==> src/rtl/olid_pkg.sv <==
// ----------------------------------------------------------------------------
// olid_pkg
// Shared types and constants for the ordered list insert/delete block.
// ----------------------------------------------------------------------------
`timescale 1ns / 1ps

package olid_pkg;

  localparam int CAPACITY = 32;
  localparam int DATA_W   = 32;
  localparam int MODE_W   = 3;
  localparam int STATUS_W = 2;
  localparam int COUNT_W  = 6;
  localparam int ADDR_W   = $clog2(CAPACITY);
  localparam int CNT_W    = $clog2(CAPACITY + 1);

  localparam logic [CNT_W-1:0]  CNT_ONE  = CNT_W'(1);
  localparam logic [CNT_W-1:0]  CNT_CAP  = CNT_W'(CAPACITY);
  localparam logic [ADDR_W-1:0] ADDR_ONE = ADDR_W'(1);

  typedef enum logic [MODE_W-1:0] {
    MODE_ADD_FRONT = 3'd0,
    MODE_ADD_KEY   = 3'd1,
    MODE_ADD_REAR  = 3'd2,
    MODE_REM_FRONT = 3'd3,
    MODE_REM_KEY   = 3'd4,
    MODE_REM_REAR  = 3'd5
  } mode_e;

  typedef enum logic [STATUS_W-1:0] {
    ST_OK    = 2'd0,
    ST_EMPTY = 2'd1,
    ST_FULL  = 2'd2,
    ST_NOKEY = 2'd3
  } status_e;

  typedef enum logic [2:0] {
    S_IDLE,
    S_DECODE,
    S_SCAN,
    S_SHUP,
    S_RDREM,
    S_RDCAP,
    S_SHDN,
    S_DONE
  } state_e;

  typedef enum logic [3:0] {
    DP_NOP,
    DP_LOAD,
    DP_SET_ST,
    DP_POS_FRONT,
    DP_POS_REAR,
    DP_POS_LAST,
    DP_SCAN,
    DP_SCAN_INS,
    DP_SCAN_REM,
    DP_SHUP,
    DP_PUT,
    DP_RD_POS,
    DP_CAP,
    DP_SHDN,
    DP_SHRINK
  } dp_op_e;

  typedef struct packed {
    dp_op_e  op;
    status_e st;
  } cmd_t;

  typedef struct packed {
    logic [MODE_W-1:0] mode;
    logic              full;
    logic              empty;
    logic              scan_done;
    logic              scan_hit;
    logic              up_done;
    logic              dn_done;
  } stat_t;

endpackage

==> src/rtl/ordered_list_insert_delete.sv <==
// ----------------------------------------------------------------------------
// ordered_list_insert_delete
// Ordered list of up to 32 signed 32-bit values with six insert/remove modes.
// ----------------------------------------------------------------------------
// A request is taken when start is high and busy is low; the block then stays
// busy until it raises done_o for exactly one cycle with status, removed value
// and the new entry count. The receiver cannot stall, so the result must be
// captured in that cycle. Requests are handled one at a time. A request
// refused as full or empty, or with an unused mode, goes straight from decode
// to the result. Add rear and remove rear shift no entries; add front and
// remove front shift every entry; keyed modes scan first (one entry per cycle,
// stopping at the first match) and then shift only the entries behind the
// match, so scan and shift together walk the list once. Scans and shifts
// move one entry per cycle, set by the single write and single read port of
// the entry RAM.
// ----------------------------------------------------------------------------
`timescale 1ns / 1ps

module ordered_list_insert_delete import olid_pkg::*; (
  input  logic                       clk_i,
  input  logic                       rst_ni,
  input  logic                       start,
  output logic                       busy,
  input  logic        [MODE_W-1:0]   mode_i,
  input  logic signed [DATA_W-1:0]   key_i,
  input  logic signed [DATA_W-1:0]   value_i,
  output logic                       done_o,
  output logic        [STATUS_W-1:0] status_o,
  output logic signed [DATA_W-1:0]   removed_value_o,
  output logic        [COUNT_W-1:0]  entry_count_o
);

  // controller <-> datapath
  cmd_t  cmd;
  stat_t stat;

  olid_ctrl u_ctrl (
    .clk_i  (clk_i),
    .rst_ni (rst_ni),
    .start  (start),
    .busy   (busy),
    .done_o (done_o),
    .cmd_o  (cmd),
    .stat_i (stat)
  );

  // entries sit densely from front (address 0) to rear; inserts and removals
  // in the middle shift the tail one entry per cycle
  olid_dp u_dp (
    .clk_i     (clk_i),
    .rst_ni    (rst_ni),
    .cmd_i     (cmd),
    .stat_o    (stat),
    .mode_i    (mode_i),
    .key_i     (key_i),
    .value_i   (value_i),
    .status_o  (status_o),
    .removed_o (removed_value_o),
    .count_o   (entry_count_o)
  );

endmodule

==> src/rtl/olid_ram.sv <==
// ----------------------------------------------------------------------------
// olid_ram
// Simple dual-port RAM: one write port, one read port with registered data.
// ----------------------------------------------------------------------------
`timescale 1ns / 1ps

module olid_ram #(
  parameter int WIDTH = 32,
  parameter int DEPTH = 32
) (
  input  logic                     clk_i,
  input  logic                     we_i,
  input  logic [$clog2(DEPTH)-1:0] waddr_i,
  input  logic [WIDTH-1:0]         wdata_i,
  input  logic [$clog2(DEPTH)-1:0] raddr_i,
  output logic [WIDTH-1:0]         rdata_o
);

  logic [WIDTH-1:0] mem_q [DEPTH];

  always_ff @(posedge clk_i) begin
    if (we_i) begin
      mem_q[waddr_i] <= wdata_i;
    end
    rdata_o <= mem_q[raddr_i];
  end

endmodule

==> src/rtl/olid_dp.sv <==
// ----------------------------------------------------------------------------
// olid_dp
// Datapath: request registers, length, walk counters and the entry RAM.
// ----------------------------------------------------------------------------
`timescale 1ns / 1ps

module olid_dp import olid_pkg::*; (
  input  logic                clk_i,
  input  logic                rst_ni,
  input  cmd_t                cmd_i,
  output stat_t               stat_o,
  input  logic [MODE_W-1:0]   mode_i,
  input  logic [DATA_W-1:0]   key_i,
  input  logic [DATA_W-1:0]   value_i,
  output logic [STATUS_W-1:0] status_o,
  output logic [DATA_W-1:0]   removed_o,
  output logic [COUNT_W-1:0]  count_o
);

  logic [MODE_W-1:0]   mode_q;
  logic [DATA_W-1:0]   key_q, val_q;
  logic [CNT_W-1:0]    len_q, len_d;
  logic [CNT_W-1:0]    idx_q, idx_d;
  logic [CNT_W-1:0]    pos_q, pos_d;
  logic                vld_q, vld_d;
  logic [ADDR_W-1:0]   rd_addr_q, rd_addr_d;
  logic [STATUS_W-1:0] status_q, status_d;
  logic [DATA_W-1:0]   removed_q, removed_d;

  logic [CNT_W-1:0]    idx_m1;
  logic                we;
  logic [ADDR_W-1:0]   waddr;
  logic [DATA_W-1:0]   wdata;
  logic [DATA_W-1:0]   rdata;

  assign idx_m1 = idx_q - CNT_ONE;

  always_comb begin
    len_d     = len_q;
    idx_d     = idx_q;
    pos_d     = pos_q;
    vld_d     = 1'b0;
    rd_addr_d = rd_addr_q;
    status_d  = status_q;
    removed_d = removed_q;
    case (cmd_i.op)
      DP_LOAD: begin
        idx_d     = '0;
        status_d  = ST_OK;
        removed_d = '0;
      end
      DP_SET_ST:    status_d = cmd_i.st;
      DP_POS_FRONT: begin
        pos_d = '0;
        idx_d = len_q;
      end
      DP_POS_REAR: begin
        pos_d = len_q;
        idx_d = len_q;
      end
      DP_POS_LAST:  pos_d = len_q - CNT_ONE;
      DP_SCAN, DP_SHDN: begin
        if (idx_q != len_q) begin
          rd_addr_d = idx_q[ADDR_W-1:0];
          idx_d     = idx_q + CNT_ONE;
          vld_d     = 1'b1;
        end
      end
      DP_SCAN_INS: begin
        // next slot after the hit, or the rear on a miss: both equal idx
        pos_d = idx_q;
        idx_d = len_q;
      end
      DP_SCAN_REM:  pos_d = idx_m1;
      DP_SHUP: begin
        if (idx_q != pos_q) begin
          rd_addr_d = idx_m1[ADDR_W-1:0];
          idx_d     = idx_m1;
          vld_d     = 1'b1;
        end
      end
      DP_PUT:       len_d = len_q + CNT_ONE;
      DP_RD_POS:    rd_addr_d = pos_q[ADDR_W-1:0];
      DP_CAP: begin
        removed_d = rdata;
        idx_d     = pos_q + CNT_ONE;
      end
      DP_SHRINK:    len_d = len_q - CNT_ONE;
      default: ;
    endcase
  end

  // RAM read address is the one being issued this cycle
  always_comb begin
    we    = 1'b0;
    waddr = pos_q[ADDR_W-1:0];
    wdata = val_q;
    if (vld_q && cmd_i.op == DP_SHUP) begin
      we    = 1'b1;
      waddr = rd_addr_q + ADDR_ONE;
      wdata = rdata;
    end else if (vld_q && cmd_i.op == DP_SHDN) begin
      we    = 1'b1;
      waddr = rd_addr_q - ADDR_ONE;
      wdata = rdata;
    end else if (cmd_i.op == DP_PUT) begin
      we    = 1'b1;
    end
  end

  olid_ram #(
    .WIDTH (DATA_W),
    .DEPTH (CAPACITY)
  ) u_ram (
    .clk_i   (clk_i),
    .we_i    (we),
    .waddr_i (waddr),
    .wdata_i (wdata),
    .raddr_i (rd_addr_d),
    .rdata_o (rdata)
  );

  always_ff @(posedge clk_i or negedge rst_ni) begin
    if (!rst_ni) begin
      len_q <= '0;
      vld_q <= 1'b0;
      idx_q <= '0;
      pos_q <= '0;
    end else begin
      len_q <= len_d;
      vld_q <= vld_d;
      idx_q <= idx_d;
      pos_q <= pos_d;
    end
  end

  always_ff @(posedge clk_i) begin
    if (cmd_i.op == DP_LOAD) begin
      mode_q <= mode_i;
      key_q  <= key_i;
      val_q  <= value_i;
    end
    rd_addr_q <= rd_addr_d;
    status_q  <= status_d;
    removed_q <= removed_d;
  end

  always_comb begin
    stat_o.mode      = mode_q;
    stat_o.full      = (len_q == CNT_CAP);
    stat_o.empty     = (len_q == '0);
    stat_o.scan_hit  = vld_q && (rdata == key_q);
    stat_o.scan_done = stat_o.scan_hit || (idx_q == len_q);
    stat_o.up_done   = !vld_q && (idx_q == pos_q);
    stat_o.dn_done   = !vld_q && (idx_q == len_q);
  end

  assign status_o  = status_q;
  assign removed_o = removed_q;
  assign count_o   = COUNT_W'(len_q);

endmodule

==> src/rtl/olid_ctrl.sv <==
// ----------------------------------------------------------------------------
// olid_ctrl
// Request sequencer: decode, key scan, shift walks and result strobe.
// ----------------------------------------------------------------------------
`timescale 1ns / 1ps

module olid_ctrl import olid_pkg::*; (
  input  logic  clk_i,
  input  logic  rst_ni,
  input  logic  start,
  output logic  busy,
  output logic  done_o,
  output cmd_t  cmd_o,
  input  stat_t stat_i
);

  state_e state_q, state_d;
  logic   is_ins, is_rem;

  assign is_ins = stat_i.mode inside {MODE_ADD_FRONT, MODE_ADD_KEY, MODE_ADD_REAR};
  assign is_rem = stat_i.mode inside {MODE_REM_FRONT, MODE_REM_KEY, MODE_REM_REAR};

  always_comb begin
    state_d = state_q;
    case (state_q)
      S_IDLE:   if (start) state_d = S_DECODE;
      S_DECODE: begin
        if ((is_ins && stat_i.full) || (is_rem && stat_i.empty)) begin
          state_d = S_DONE;
        end else begin
          case (stat_i.mode)
            MODE_ADD_FRONT, MODE_ADD_REAR:  state_d = S_SHUP;
            MODE_ADD_KEY, MODE_REM_KEY:     state_d = S_SCAN;
            MODE_REM_FRONT, MODE_REM_REAR:  state_d = S_RDREM;
            default:                        state_d = S_DONE;
          endcase
        end
      end
      S_SCAN: begin
        if (stat_i.scan_done) begin
          if (stat_i.mode == MODE_ADD_KEY) state_d = S_SHUP;
          else if (stat_i.scan_hit)        state_d = S_RDREM;
          else                             state_d = S_DONE;
        end
      end
      S_SHUP:   if (stat_i.up_done) state_d = S_DONE;
      S_RDREM:  state_d = S_RDCAP;
      S_RDCAP:  state_d = S_SHDN;
      S_SHDN:   if (stat_i.dn_done) state_d = S_DONE;
      S_DONE:   state_d = S_IDLE;
      default:  state_d = S_IDLE;
    endcase
  end

  always_comb begin
    cmd_o.op = DP_NOP;
    cmd_o.st = ST_OK;
    case (state_q)
      S_IDLE:   if (start) cmd_o.op = DP_LOAD;
      S_DECODE: begin
        if (is_ins && stat_i.full) begin
          cmd_o.op = DP_SET_ST;
          cmd_o.st = ST_FULL;
        end else if (is_rem && stat_i.empty) begin
          cmd_o.op = DP_SET_ST;
          cmd_o.st = ST_EMPTY;
        end else begin
          case (stat_i.mode)
            MODE_ADD_FRONT, MODE_REM_FRONT: cmd_o.op = DP_POS_FRONT;
            MODE_ADD_REAR:                  cmd_o.op = DP_POS_REAR;
            MODE_REM_REAR:                  cmd_o.op = DP_POS_LAST;
            default:                        cmd_o.op = DP_NOP;
          endcase
        end
      end
      S_SCAN: begin
        if (!stat_i.scan_done) begin
          cmd_o.op = DP_SCAN;
        end else if (stat_i.mode == MODE_ADD_KEY) begin
          cmd_o.op = DP_SCAN_INS;
        end else if (stat_i.scan_hit) begin
          cmd_o.op = DP_SCAN_REM;
        end else begin
          cmd_o.op = DP_SET_ST;
          cmd_o.st = ST_NOKEY;
        end
      end
      S_SHUP:   cmd_o.op = stat_i.up_done ? DP_PUT : DP_SHUP;
      S_RDREM:  cmd_o.op = DP_RD_POS;
      S_RDCAP:  cmd_o.op = DP_CAP;
      S_SHDN:   cmd_o.op = stat_i.dn_done ? DP_SHRINK : DP_SHDN;
      default:  cmd_o.op = DP_NOP;
    endcase
  end

  assign busy   = (state_q != S_IDLE);
  assign done_o = (state_q == S_DONE);

  always_ff @(posedge clk_i or negedge rst_ni) begin
    if (!rst_ni) begin
      state_q <= S_IDLE;
    end else begin
      state_q <= state_d;
    end
  end

endmodule

==> config.mk <==
export PLATFORM = sky130hd
export DESIGN_NAME = ordered_list_insert_delete
export DESIGN_NICKNAME = d
export VERILOG_FILES = /design/src/rtl/olid_pkg.sv /design/src/rtl/ordered_list_insert_delete.sv /design/src/rtl/olid_ram.sv /design/src/rtl/olid_dp.sv /design/src/rtl/olid_ctrl.sv
export SDC_FILE = /design/constraint.sdc
export NUM_CORES = 2
export LEC_CHECK = 0
export BUFFER_PORTS_ARGS = -buffer_cell sky130_fd_sc_hd__buf_2
export CAP_MARGIN = 40
export CORE_ASPECT_RATIO = 1.5
export CORE_MARGIN = 1
export CORE_UTILIZATION = 40
export CTS_CLUSTER_DIAMETER = 150
export CTS_CLUSTER_SIZE = 14
export DETAILED_ROUTE_END_ITERATION = 16
export HOLD_SLACK_MARGIN = 0.1
export PLACE_DENSITY = 0.65
export SLEW_MARGIN = 20
export SYNTH_ARGS = -nofsm -noshare
export SYNTH_HDL_FRONTEND = slang
export SYNTH_SLANG_ARGS = --single-unit
==> constraint.sdc <==
create_clock -name clk_i -period 4.5 [get_ports clk_i]
set_input_delay 0.9 -clock clk_i [delete_from_list [all_inputs] [get_ports clk_i]]
set_output_delay 0.9 -clock clk_i [all_outputs]
set_load 0.05 [all_outputs]
# Word-level counts from Yosys, hierarchy flattened
# Memory sizes are Yosys's and may differ from the RTL's. A register that Yosys moved wholly into a read port is not among the register bits.
# Cells that the tools add are included.
dict set report totals {
  wordCells 132
  mem_bits_rw 1024
  register_bits 128
  memories 1
  rom_bits 0
  out_inout_bits 42
  latchBits 0
}
dict set report classes {
  n_eq_ne 38
  n_reduce_logical 29
  n_shift 0
  magnitude_cmp 0
  div_mod_pow 0
  n_addsub 7
  n_mux 46
  n_bitwise 0
  multipliers 0
}
# memory words width rd rd_clocked_by_memory_dff write_ports line
set memory_table {}
lappend memory_table {u_dp.u_ram.mem_q 32 32 1 1 1 olid_ram.sv:19} ;# logic [WIDTH-1:0] mem_q [DEPTH];
# operator count
set op_table {}
lappend op_table {{2-to-1 mux 32 bit} 2}
lappend op_table {{one-hot mux 32 bit (2 select lines)} 1}
lappend op_table {{one-hot mux 6 bit (5 select lines)} 2}
lappend op_table {{equality test 32 bit} 1}
lappend op_table {{equality test 4 bit (second input constant)} 7}
lappend op_table {{one-hot mux 4 bit (7 select lines)} 1}
lappend op_table {{one-hot mux 3 bit (8 select lines)} 1}
lappend op_table {{2-to-1 mux 3 bit} 7}
lappend op_table {{2-to-1 mux 5 bit} 4}
lappend op_table {{adder 6 x 1 -> 6 bit (second input constant)} 3}
lappend op_table {{equality test 3 bit (second input constant)} 6}
lappend op_table {{2-to-1 mux 6 bit} 3}
lappend op_table {{one-hot mux 3 bit (3 select lines)} 2}
lappend op_table {{equality test 4 x 3 -> 1 bit (second input constant)} 4}
lappend op_table {{one-hot mux 5 bit (3 select lines)} 1}
lappend op_table {{equality test 3 x 2 -> 1 bit (second input constant)} 4}
lappend op_table {{equality test 6 bit} 2}
lappend op_table {{2-to-1 mux 2 bit} 6}
lappend op_table {{2-to-1 mux 4 bit} 3}
lappend op_table {{!= test 6 bit} 2}
lappend op_table {{one-hot mux 6 bit (2 select lines)} 1}
lappend op_table {{subtractor 6 x 1 -> 6 bit (second input constant)} 2}
lappend op_table {{!= test 2 x 1 -> 1 bit (second input constant)} 5}
lappend op_table {{nonzero test 5 bit} 2}
lappend op_table {{other kinds (21)} 48}

# Logic depth before layout (Yosys ltp)
dict set report logic_depth {
  depth_word 12
  mapped_depth 16
  ltp_nobuf 12
}

# Modules after synthesis
# Synthesis repeated with hierarchy kept, for this count alone.
dict set report unflattened {
  cells_unflattened 2935
  hier_area_um2 47503.1
}
# mod cells_per_inst area_each_um2 n_inst seq_area_each_um2
set by_module_without_submodules {}
lappend by_module_without_submodules {olid_ram 2260 40491.3 1 31390.1}
lappend by_module_without_submodules {olid_dp 595 6473.7 1 3608.5}
lappend by_module_without_submodules {olid_ctrl 80 538.0 1 75.1}

# Worst setup path before layout
# OpenSTA, ideal clock, no wires.
dict set report synth_timing {
  kind {reg-to-reg}
  start {register u_dp.len_q[0], in the netlist u_dp.count_o[0]}
  end {register u_dp.key_q[0] (enable)}
  arrival_time_ns 4.527
  slack_ns -0.448
  required_time_ns 4.079
  stages_incl_launch_ff 15
  path_buffers 4
  cell_sequence {dfrtp_1 > clkbuf_1 > inv_1 > ha_1 > or4b_1 > o21ai_1 > o22ai_1 > and2_1 > clkbuf_1 > a221o_1 > buf_2 > or2_0 > or2_2 > clkbuf_1 > inv_1}
}
dict set report synth_via {
  elab_chain_len 6
  word_cells_on_any_way 13
  classes_between {eq/ne (3); mux (5); reduce/logical (5)}
}
# item line
set synth_rtl {}
lappend synth_rtl {{start: declaration} olid_dp.sv:22} ;# logic [CNT_W-1:0] len_q, len_d;
lappend synth_rtl {{start signal: assignment} olid_dp.sv:130} ;# len_q <= len_d;
lappend synth_rtl {{zero test 6 bit} olid_dp.sv:151} ;# stat_o.empty = (len_q == '0);
lappend synth_rtl {{logical AND 1 bit} olid_ctrl.sv:64} ;# end else if (is_rem && stat_i.empty) begin
lappend synth_rtl {{2-to-1 mux 3 bit} olid_ctrl.sv:64}
lappend synth_rtl {{2-to-1 mux 6 bit} olid_ctrl.sv:61} ;# if (is_ins && stat_i.full) begin
lappend synth_rtl {{one-hot mux 4 bit (7 select lines) *} olid_ctrl.sv:58} ;# case (state_q)
lappend synth_rtl {{equality test 4 x 1 -> 1 bit *} olid_dp.sv:138} ;# if (cmd_i.op == DP_LOAD) begin
lappend synth_rtl {{end signal: assignment} olid_dp.sv:140} ;# key_q <= key_i;
lappend synth_rtl {{end: declaration} olid_dp.sv:21} ;# logic [DATA_W-1:0] key_q, val_q;
# Every way passes the cells marked *; elsewhere a longest branch is shown, timed or not.
# A chain may end at the register's enable or synchronous reset.

# Final worst setup path
dict set report layout_timing {
  start {register u_dp.u_ram.rdata_o[18], read port of u_dp.u_ram.mem_q}
  end {register u_dp.u_ram.rdata_o[26], read port of u_dp.u_ram.mem_q}
}
dict set report layout_via {
  elab_chain_len 9
  word_cells_on_any_way 13
  classes_between {eq/ne (5); mux (5); reduce/logical (3)}
}
# item line
set layout_rtl {}
lappend layout_rtl {{start: declaration} olid_ram.sv:16} ;# output logic [WIDTH-1:0] rdata_o
lappend layout_rtl {{equality test 32 bit *} olid_dp.sv:152} ;# stat_o.scan_hit = vld_q && (rdata == key_q);
lappend layout_rtl {{logical AND 1 bit *} olid_dp.sv:152}
lappend layout_rtl {{2-to-1 mux 4 bit} olid_ctrl.sv:81} ;# end else if (stat_i.scan_hit) begin
lappend layout_rtl {{2-to-1 mux 4 bit} olid_ctrl.sv:79} ;# end else if (stat_i.mode == MODE_ADD_KEY) begin
lappend layout_rtl {{2-to-1 mux 4 bit *} olid_ctrl.sv:77} ;# if (!stat_i.scan_done) begin
lappend layout_rtl {{one-hot mux 4 bit (7 select lines) *} olid_ctrl.sv:58}
lappend layout_rtl {{equality test 4 x 3 -> 1 bit or equality test 4 bit (tied branches)} olid_dp.sv:46} ;# case (cmd_i.op)
lappend layout_rtl {{OR reduction 2 bit} olid_dp.sv:46}
lappend layout_rtl {{one-hot mux 5 bit (3 select lines) *} olid_dp.sv:46}
# Marked as above.

==> flow_summary.yaml <==
cells_and_area:
  final_nets: 3494
  drive_above_1_share_pct: 16.3
  final_util_pct: 46.9
  syn_to_final_growth_pct: 16.3
detailed_routing:
  post-route-drc-count: 0
  via_per_inst: 5.69
  wl_per_cell_um: 26.9
  wirelength_um: 136000
  drt_iter0_drc: 2871
  ant_nets: 0
  dr.max_layer_used: "met4"
  drt-met1-wl_um: 50300
  wl_met3_um: 9050
  wl_met2_um: 69400
  dr.pass1.iters: 6
  route.vias.total: 28712
yosys:
  yosysSeqAreaShare_pct: 73.9
  synth_top_area_share_pct: 71.2
  synth_seq_cells: 1184
  ys_types: 72
  yosys.area.top_type: "edfxtp_1"
  ys_warn_count: 0
  synth_area_mm2: 0.0474
  synth_area_per_cell_um2: 15.2
  synthCells: 3114
  synth-edff-count: 1125
  synth-main-ff-cell: "edfxtp_1"
  synthTopCellsByArea: "edfxtp_1, mux2i_1, nand2_1"
  async_reset_ff_share_pct: 1.86
  syn-num-nets: 3191
run:
  cap_violations: 0
clocking:
  htreeDepth: 3
  cts_max_path_buffers: 3
  tritoncts: "built"
  numClockSinks: 1184
  cts_buffers: 94
  clk_pin_slew_ns: 0.08
  cts-hold-fix-buffers: 0
  root_buffer: "clkbuf_16"
  clk_latency_ns: 0.71
timing:
  worst_pin_slew_ns: 0.843
  fmax_mhz: 233
  hold_viol: 0
  setup_viol: 0
  final.min_clock_period_ns: 4.28
  fin_skew_ns: 0.0369
  maxSlewHeadroom_pct: 43.7
  period_share_pct: 95.2
  rsz0062_at_grt: "no"
  finalMaxSlewViolations: 0
place:
  dp_hpwl_um: 81900
  port_buffers: 111
  place_congestion: 0.917
die:
  die_area_mm2: 0.120
  start_util_pct: 40.4
  ios: 112
  die_x_um: 283
  rows: 154
  core-area_mm2: 0.118
  die_y_um: 424
setup_path:
  crit_required_ns: 5.03
  cp_common_cell: "buf_12"
  path_cells: "xor2_1 > nor4_1 > buf_4 > nand4_1 > nor4_1 > o211ai_1 > a21oi_4 > buf_12 > buf_12 > buf_12 > mux2i_1 > o22ai_1 > a311oi_1 > o32ai_4"
  cp-end-kind: "flip-flop"
  slowest_delay_ns: 0.52
  cp.arrival_ns: 4.81
  path_class: "reg2reg"
  cpMaxStageDelayCell: "dfxtp_1"
  worstPathMaxFanout: 37
  startpoint_type: "flip-flop"
run_status:
  status: "complete, no violations"
global_routing:
  grt_usage_pct: 22.4
  grt_pass1_wl_um: 195000
  grt_overflow: 0
  grt_pass1_vias: 28436
  antenna_found_initial: 2
  grt_max_degree: 50
hold_path:
  hp-class: "in2async"
cell usage in the layout (no fill, tap or decap), types with 30 or more instances in the layout:
cell type	instances
edfxtp_1	1125
o21ai_0	64
and2_1	37
o22ai_1	103
a211oi_1	65
nor2_4	33
o221ai_1	32
xnor2_1	38
clkbuf_16	97
a31oi_1	34
o32ai_1	30
buf_4	205
dfxtp_1	37
nand3_1	152
mux2i_1	382
nand2_1	469
nor2_1	30
clkbuf_1	61
a311oi_1	32
buf_2	111
a21oi_1	52
buf_12	74
through the flow:
step | hold slack, ns | instance area, um2 | setup slack (ns) | setup TNS [ns] | std cells
finish | 0.185 | 55200 | 0.217 | 0 | 5045
global route | 0.216 | 55200 | 0.0282 | 0 | 5045
CTS | 0.163 | 55100 | 0.0605 | 0 | 5041
detailed placement | 0.548 | 52400 | 0.0785 | 0 | 4879
global placement | 0.539 | 52300 | -0.361 | -0.361 | 4873
floorplan | 0.545 | 47400 | 0.106 | 0 | 3114
layout make-up:
cell class	count	area (um2)
flip-flops and latches	1184	35100
fillers	9998	62400
clock buffers	158	2660
diodes	2	5.00
multi-input cells	1720	11700
well taps	1560	1950
inverters	20	87.6
clock inverters	4	46.3
repair buffers	397	3680
timing repair:
action                     in CTS  in global routing
setup endpoints to repair       0                  2
buffers inserted                0                  1
hold endpoints to repair        0                  0
gates resized for setup         0                  2
final timing paths:
path,from,to,slack [ns],cells after the start
worst max register to register,u_dp.u_ram.rdata_o[18]$_DFF_P_,u_dp.u_ram.rdata_o[26]$_DFF_P_,0.22,14
worst min register to register,u_dp.idx_q[0]$_DFFE_PN0P_,u_dp.idx_q[0]$_DFFE_PN0P_,0.56,2
min in group clk_i,key_i[22],u_dp.key_q[22]$_DFFE_PP_,0.37,1
worst max-delay path,u_dp.u_ram.rdata_o[18]$_DFF_P_,u_dp.u_ram.rdata_o[26]$_DFF_P_,0.22,14
max in group asynchronous,rst_ni,u_dp.count_o[4]$_DFFE_PN0P_,3.91,1
worst min-delay path,rst_ni,u_dp.idx_q[4]$_DFFE_PN0P_,0.19,1
cells in the mapped netlist, drive strengths merged, types with 7 or more instances:
cell / n
o22ai: 104
nand2: 471
inv: 20
nor4: 8
nand3: 156
a31oi: 34
and3: 7
o21ai: 71
a311oi: 32
dfxtp: 37
and2: 37
o221ai: 32
buf: 111
nand4: 8
mux2i: 382
nor3: 11
a21oi: 53
a211oi: 66
edfxtp: 1125
clkbuf: 79
a221o: 8
xor2: 27
o32ai: 32
nor2: 63
xnor2: 38
dfrtp: 22
ha: 7
worst max-delay path, delay by kind of cell, from the launching register on:
kind | cells | cell delay, ns
compound gates | 5 | 1.17
simple gates | 3 | 1.08
buf+inv | 4 | 0.96
flops | 1 | 0.52
mux | 1 | 0.20
xor+xnor | 1 | 0.12
state kept, by name, indices dropped and copies added (netlist names), 5 cells and up:
signal              count
u_dp.rd_addr_q          5
u_dp.key_q             32
u_dp.pos_q              6
u_dp.val_q             32
u_dp.removed_o         32
u_dp.idx_q              6
u_dp.u_ram.rdata_o     32
u_dp.u_ram.mem_q     1024
u_dp.count_o            6
kinds of logic after synthesis:
logic type	share of synthesized area (%)
flip-flops	73.9
buffers and inverters	2.16
AO/OA/AOI/OAI	6.96
AND/OR/NAND/NOR	7.25
XOR/XNOR	1.20
multiplexers	8.30
adder cells (fa/ha/maj)	0.185
per-layer routing:
layer	track usage [%]	vias to the layer above
met5	0	-
met4	11.4	0
met3	2.87	330
met2	39.8	1302
met1	26.4	14466
li1	-	12614
Power is left out: the tool's default activity adds up to more than one toggle a clock period on the data nets, which glitch-free logic cannot reach.
